File: src/hdl/mht_pkg.sv
// shared types, constants and codes for the mru history table
`timescale 1ns / 1ps

package mht_pkg;

  localparam int MAX_ENTRIES = 16;
  localparam int IDX_W       = (MAX_ENTRIES > 1) ? $clog2(MAX_ENTRIES) : 1;
  localparam int CNT_W       = $clog2(MAX_ENTRIES + 1);

  localparam logic [2:0] KIND_SAVE   = 3'd0;
  localparam logic [2:0] KIND_LOOKUP = 3'd1;
  localparam logic [2:0] KIND_DELETE = 3'd2;
  localparam logic [2:0] KIND_RANK   = 3'd3;
  localparam logic [2:0] KIND_UPDATE = 3'd4;
  localparam logic [2:0] KIND_ADD    = 3'd5;
  localparam logic [2:0] KIND_CLEAR  = 3'd6;

  localparam logic [1:0] STAT_OK       = 2'd0;
  localparam logic [1:0] STAT_MISSING  = 2'd1;
  localparam logic [1:0] STAT_REJECTED = 2'd2;

  typedef struct packed {
    logic [31:0] key;
    logic [15:0] chapter;
    logic [23:0] page;
    logic [1:0]  book_type;
    logic [31:0] total_time;
    logic [31:0] last_time;
  } rec_t;

  typedef struct packed {
    logic [2:0]  kind;
    logic [31:0] key;
    logic [15:0] chapter;
    logic [23:0] page;
    logic [1:0]  book_type;
    logic [31:0] total_time;
    logic [31:0] spent_time;
    logic [31:0] now_time;
    logic [3:0]  rank;
    logic        entry_valid;
  } in_word_t;

  typedef struct packed {
    logic [1:0]  status;
    logic [31:0] out_key;
    logic [15:0] out_chapter;
    logic [23:0] out_page;
    logic [1:0]  out_book_type;
    logic [31:0] out_total_time;
    logic [31:0] out_last_time;
    logic [4:0]  entry_count;
  } out_word_t;

  // search setup for one cell
  typedef struct packed {
    logic load;
    logic by_rank;
    logic rank_hit;
    logic live;
  } cell_cmp_t;

  // shift control for one cell
  typedef struct packed {
    logic take_prev;
    logic take_next;
  } cell_ctl_t;

endpackage

File: src/hdl/mht_cell.sv
// one slot of the table: record register, key compare and neighbour shift
`timescale 1ns / 1ps

module mht_cell (
  input  logic              clk,
  input  logic              rst_n,
  input  mht_pkg::cell_cmp_t cmp,
  input  logic [31:0]       search_key,
  input  mht_pkg::cell_ctl_t ctl,
  input  mht_pkg::rec_t     prev_rec,
  input  mht_pkg::rec_t     next_rec,
  output mht_pkg::rec_t     rec,
  output logic              sel
);
  import mht_pkg::*;

  rec_t rec_r;
  rec_t rec_nxt;
  logic sel_r;
  logic sel_nxt;

  always_comb begin
    rec_nxt = rec_r;
    if (ctl.take_prev) begin
      rec_nxt = prev_rec;
    end else if (ctl.take_next) begin
      rec_nxt = next_rec;
    end
  end

  always_comb begin
    sel_nxt = sel_r;
    if (cmp.load) begin
      sel_nxt = cmp.live & (cmp.by_rank ? cmp.rank_hit : (rec_r.key == search_key));
    end
  end

  always_ff @(posedge clk) begin
    rec_r <= rec_nxt;
  end

  always_ff @(posedge clk) begin
    if (!rst_n) begin
      sel_r <= 1'b0;
    end else begin
      sel_r <= sel_nxt;
    end
  end

  assign rec = rec_r;
  assign sel = sel_r;

endmodule

File: config.mk
export PLATFORM = sky130hd
export DESIGN_NAME = mht_cell
export DESIGN_NICKNAME = d
export VERILOG_FILES = /design/src/hdl/mht_pkg.sv /design/src/hdl/mht_cell.sv
export SDC_FILE = /design/constraint.sdc
export NUM_CORES = 1
export LEC_CHECK = 0
export BUFFER_PORTS_ARGS = -buffer_cell sky130_fd_sc_hd__buf_4
export CAP_MARGIN = 20
export CORE_AREA = 5 5 176 178
export CTS_CLUSTER_DIAMETER = 200
export DETAILED_ROUTE_END_ITERATION = 7
export DIE_AREA = 0 0 181 183
export PLACE_DENSITY = 0.5
export SETUP_SLACK_MARGIN = 0.2
export SYNTH_ARGS = -nofsm -noshare
export SYNTH_HDL_FRONTEND = slang
export SYNTH_SLANG_ARGS = --single-unit
File: constraint.sdc
create_clock -name clk -period 2.9 [get_ports clk]
set_clock_uncertainty 0.15 [all_clocks]
set_input_delay 0.435 -clock clk [delete_from_list [all_inputs] [get_ports clk]]
set_output_delay 0.435 -clock clk [all_outputs]
set_load 0.02 [all_outputs]
# --- After elaboration in Yosys (flattened, before gate mapping) ---
# Cells that the tools add are included.
# Widths: inputs -> output; s select.
classes:
  n_eq_ne: 1
  muxes: 3
  bitwise: 1
  n_reduce_logical: 1
ops:
  columns: ["op", "count"]
  rows:
  - ["$mux 138", 2]
  - ["$eq 32x32->1", 1]
  - ["$reduce_bool 2->1", 1]
  - ["$and 1x1->1", 1]
  - ["$mux 1", 1]
word_totals:
  ff_bits: 139
  input_bits: 316
  output_inout_bits: 139

# --- Longest topological paths before layout ---
depth:
  depth_word: 3
  mapped_depth: 4
  depth_no_buf: 4

# --- Worst setup path after synthesis ---
# OpenSTA, ideal clock, no wires.
synth_timing:
  path_type: "input to register"
  from: "in ctl[1] in the netlist's numbering"
  to: "reg rec_r, in the netlist rec[0] (enable)"
  setup_ns: 0.439
  arrival_ns: 2.533
  setup_slack_ns: -0.223
  cell_stages: 3
  n_path_buf: 2
  cell_sequence: "buf_2 buf_4 or2_2"
synth_via:
  elab_chain_len: 1
synth_lines:
  columns: ["element", "line", "text"]
  rows:
  - ["start: declaration", "mht_cell.sv:9", "input mht_pkg::cell_ctl_t ctl,"]
  - ["$reduce_bool 2->1 (no line)", null, null]
  - ["end signal: assignment", "mht_cell.sv:39", "rec_r <= rec_nxt;"]
  - ["end: declaration", "mht_cell.sv:17", "rec_t rec_r;"]
# Every way passes these cells.
# A chain may end at the register's enable or synchronous reset.

# --- Final worst setup path ---
layout_timing:
  from: "reg rec_r, in the netlist rec[120]"
  to: "reg sel_r (netlist: sel)"
layout_via:
  elab_chain_len: 3
layout_lines:
  columns: ["element", "line", "text"]
  rows:
  - ["$eq 32x32->1", "mht_cell.sv:34", "sel_nxt = cmp.live & (cmp.by_rank ? cmp.rank_hit : (rec_r.key == search_key));"]
  - ["$mux 1", "mht_cell.sv:34", null]
  - ["$and 1x1->1", "mht_cell.sv:34", null]
  - ["end signal: assignment", "mht_cell.sv:46", "sel_r <= sel_nxt;"]
  - ["end: declaration", "mht_cell.sv:19", "logic sel_r;"]
# Every way passes these cells.

==> reports/results.txt <==
cts hold-fix bufs -> 0
I/O Pins -> 455
CP Data Required Time -> 3.08 ns
minimum clock period -> 1.84 ns
final non-filler cell total -> 1210
max-slew violations -> 0
sequential area share after synthesis -> 67.0%
FF-to-FF path depth -> 4
synthesized area per cell -> 18.2 sq um
number of synthesized flops with an enable pin -> 138
Tcrit/Tclk final -> 63.3%
Slew @ Worst Pin -> 0.566 ns
Setup Slack @ Placement -> 0.843 ns
clock latency on the worst-skew pair -> 0.41 ns
VDD IR max -> 0.000226 V
Resize count post-CTS -> 0
top cell type's share of synthesized area -> 66.7%
final WL -> 23000 um
Synth Flop Type -> edfxtp_1
Synth warnings -> 0
Setup violations, final -> 0
CTS sink count -> 139
setup ws final -> 1.06 ns
total track usage -> 13.2%
M1 GR Usage -> 14.1%
pwr dens -> 572 nW/um^2
Reg clk slew, reported paths -> 0.07 ns
# DRC -> 0
worst r2r src -> rec[120]
status -> completed
vias in the first global route -> 5351
Worst Hold End -> rec[38]
Max-cap violations -> 0
row count -> 63
Post-CTS Repair Setup Buffers -> 0
reg-to-reg slack, setup -> 1.06 ns
post-DR wirelength/cell -> 19.0 um
max_slew headroom -> 61.9%
crit-path max FO -> 2
Top Usage Layer GRT -> met2
initial core utilization -> 21.2%
WP data arrival -> 2.01 ns
Mapped Cells -> 342
Worst Setup End Kind -> register
cell taking the most area after synthesis -> edfxtp_1
worst hold slack -> 0.166 ns
RSZ-0062 raised after global routing -> no
Post-synth top cells -> 138 x edfxtp_1, 138 x mux2_2, 29 x xor2_1, 11 x buf_4, 7 x nor4_1
Hold Startpoint -> next_rec[38]
crit path launch type -> register
pin count of the biggest net entering global routing -> 81
CTS root buf -> clkbuf_16
Hold Path Class -> in -> reg
global-route wire length before repair -> 33100 um
r2r endpoint -> sel
max frequency -> 0.545 GHz
Lkg Pwr -> 4.63 nW
setup_tns -> 0 ns
fraction of registers with async set/reset -> 0%
Chip Width -> 181 um
Clock Path Buffers -> 2
Synth cell types -> 17
core footprint -> 29200 sq um
synthesized flop and latch total -> 139
CP Launch Point -> rec[120]
First-pass DRT Iterations -> 4
Die ar. -> 33100 sq um
share of cells above drive strength 1 -> 77.2%
GRT met3 Usage -> 5.43%
Hold Path Depth -> 2
1st-iter DRT viols -> 143
via count -> 4812
Buffers on Ports -> 454
ant diodes -> 0
layout net count -> 1125
design area -> 10700 sq um
detail-routed via count per cell -> 3.98
gr ovfl total -> 0
Placed Area -> 10100 sq um
Vert. Die Dim -> 183 um
DP Wirelength -> 18400 um
met2 Resource Use GR -> 24.5%
final hold vios -> 0
DP Cell Count -> 1180
largest cells by area after synthesis -> edfxtp_1 67%, mux2_2 25%, xor2_1 4.1%
ANT nets after route -> 0
synth-to-layout area growth -> 72.6%
Synthesized Nets -> 658
Placer Congestion -> 0.848
kind of critical path -> reg -> reg
CTS Buf Count -> 17
initial antenna violation count -> 0
htree depth -> 4
CTS tree -> done
Cell Area, Synth -> 6210 sq um
==> sequential cells by signal, indices dropped and copies added (netlist names) <==
signal  cells
rec       138
sel         1
==> per-layer routing <==
| layer | share of wire [%] | vias up |
|---|---|---|
| met5 | 0 | - |
| li1 | - | 2268 |
| met3 | 8.7 | 11 |
| met4 | 0.99 | 0 |
| met1 | 36 | 2286 |
| met2 | 55 | 247 |
==> power by group <==
group,internal (mW),total (mW),switching (mW)
Sequential,2.47,2.56,0.0939
Clock,1.36,2.27,0.911
Combinational,0.704,1.31,0.601
Total,4.53,6.13,1.61
==> metrics by stage <==
step	power, mW	util (%)
finish	6.13	36.7
global route	6.43	36.7
detailed placement	3.93	34.6
global placement	3.93	34.6
floorplan	3.15	-
CTS	6.25	36.7
==> final cells by class <==
class	count	area (sq um)
Inverter	1	3.75
Fill cell	2879	18500
Tap cell	390	488
Multi-Input combinational cell	187	1940
Timing Repair Buffer	463	3530
Sequential cell	139	4160
Clock inverter	13	170
Clock buffer	17	425
==> placed cells by master, fill, tap and decap left out, drive strengths merged <==
| cell | synthesis | routed |
|---|---|---|
| buf | 15 | 463 |
| bufinv | 0 | 3 |
| clkbuf | 0 | 17 |
| clkinv | 0 | 4 |
| clkinvlp | 0 | 3 |
| dfxtp | 1 | 1 |
| edfxtp | 138 | 138 |
| inv | 1 | 4 |
| mux2 | 138 | 138 |
| nand2 | 1 | 1 |
| nand3 | 1 | 1 |
| nand4 | 3 | 3 |
| nand4b | 1 | 1 |
| nor2 | 1 | 1 |
| nor4 | 7 | 7 |
| o21ai | 1 | 1 |
| o31ai | 1 | 1 |
| or2 | 1 | 1 |
| xnor2 | 3 | 3 |
| xor2 | 29 | 29 |
==> how the worst max path moves through the flow <==
stage / to / slack, ns / cells past startpoint
floorplan: rec[0] / 0.47 / 3
global placement: sel / 0.83 / 5
detailed placement: sel / 0.84 / 5
CTS: sel / 0.96 / 4
global route: sel / 0.91 / 4
finish: sel / 1.06 / 4
==> worst max-delay path, cell delays in order (launching register included) <==
cell and delay (ns):
edfxtp_1 0.41, xor2_1 0.16, nor4_1 0.53, nand4_1 0.27, o31ai_2 0.22
==> logic make-up (layout without fill, tap and decap cells) <==
| kind of cell | Yosys count | count (layout) | synth area share (%) |
|---|---|---|---|
| multiplexers | 138 | 138 | 25.0 |
| flip-flops | 139 | 139 | 67.0 |
| buffers and inverters | 16 | 494 | 1.71 |
| XOR/XNOR | 32 | 32 | 4.51 |
| AO/OA/AOI/OAI | 2 | 2 | 0.282 |
| AND/OR/NAND/NOR | 15 | 15 | 1.45 |
Note: power is estimated with default switching activity, not from simulation.
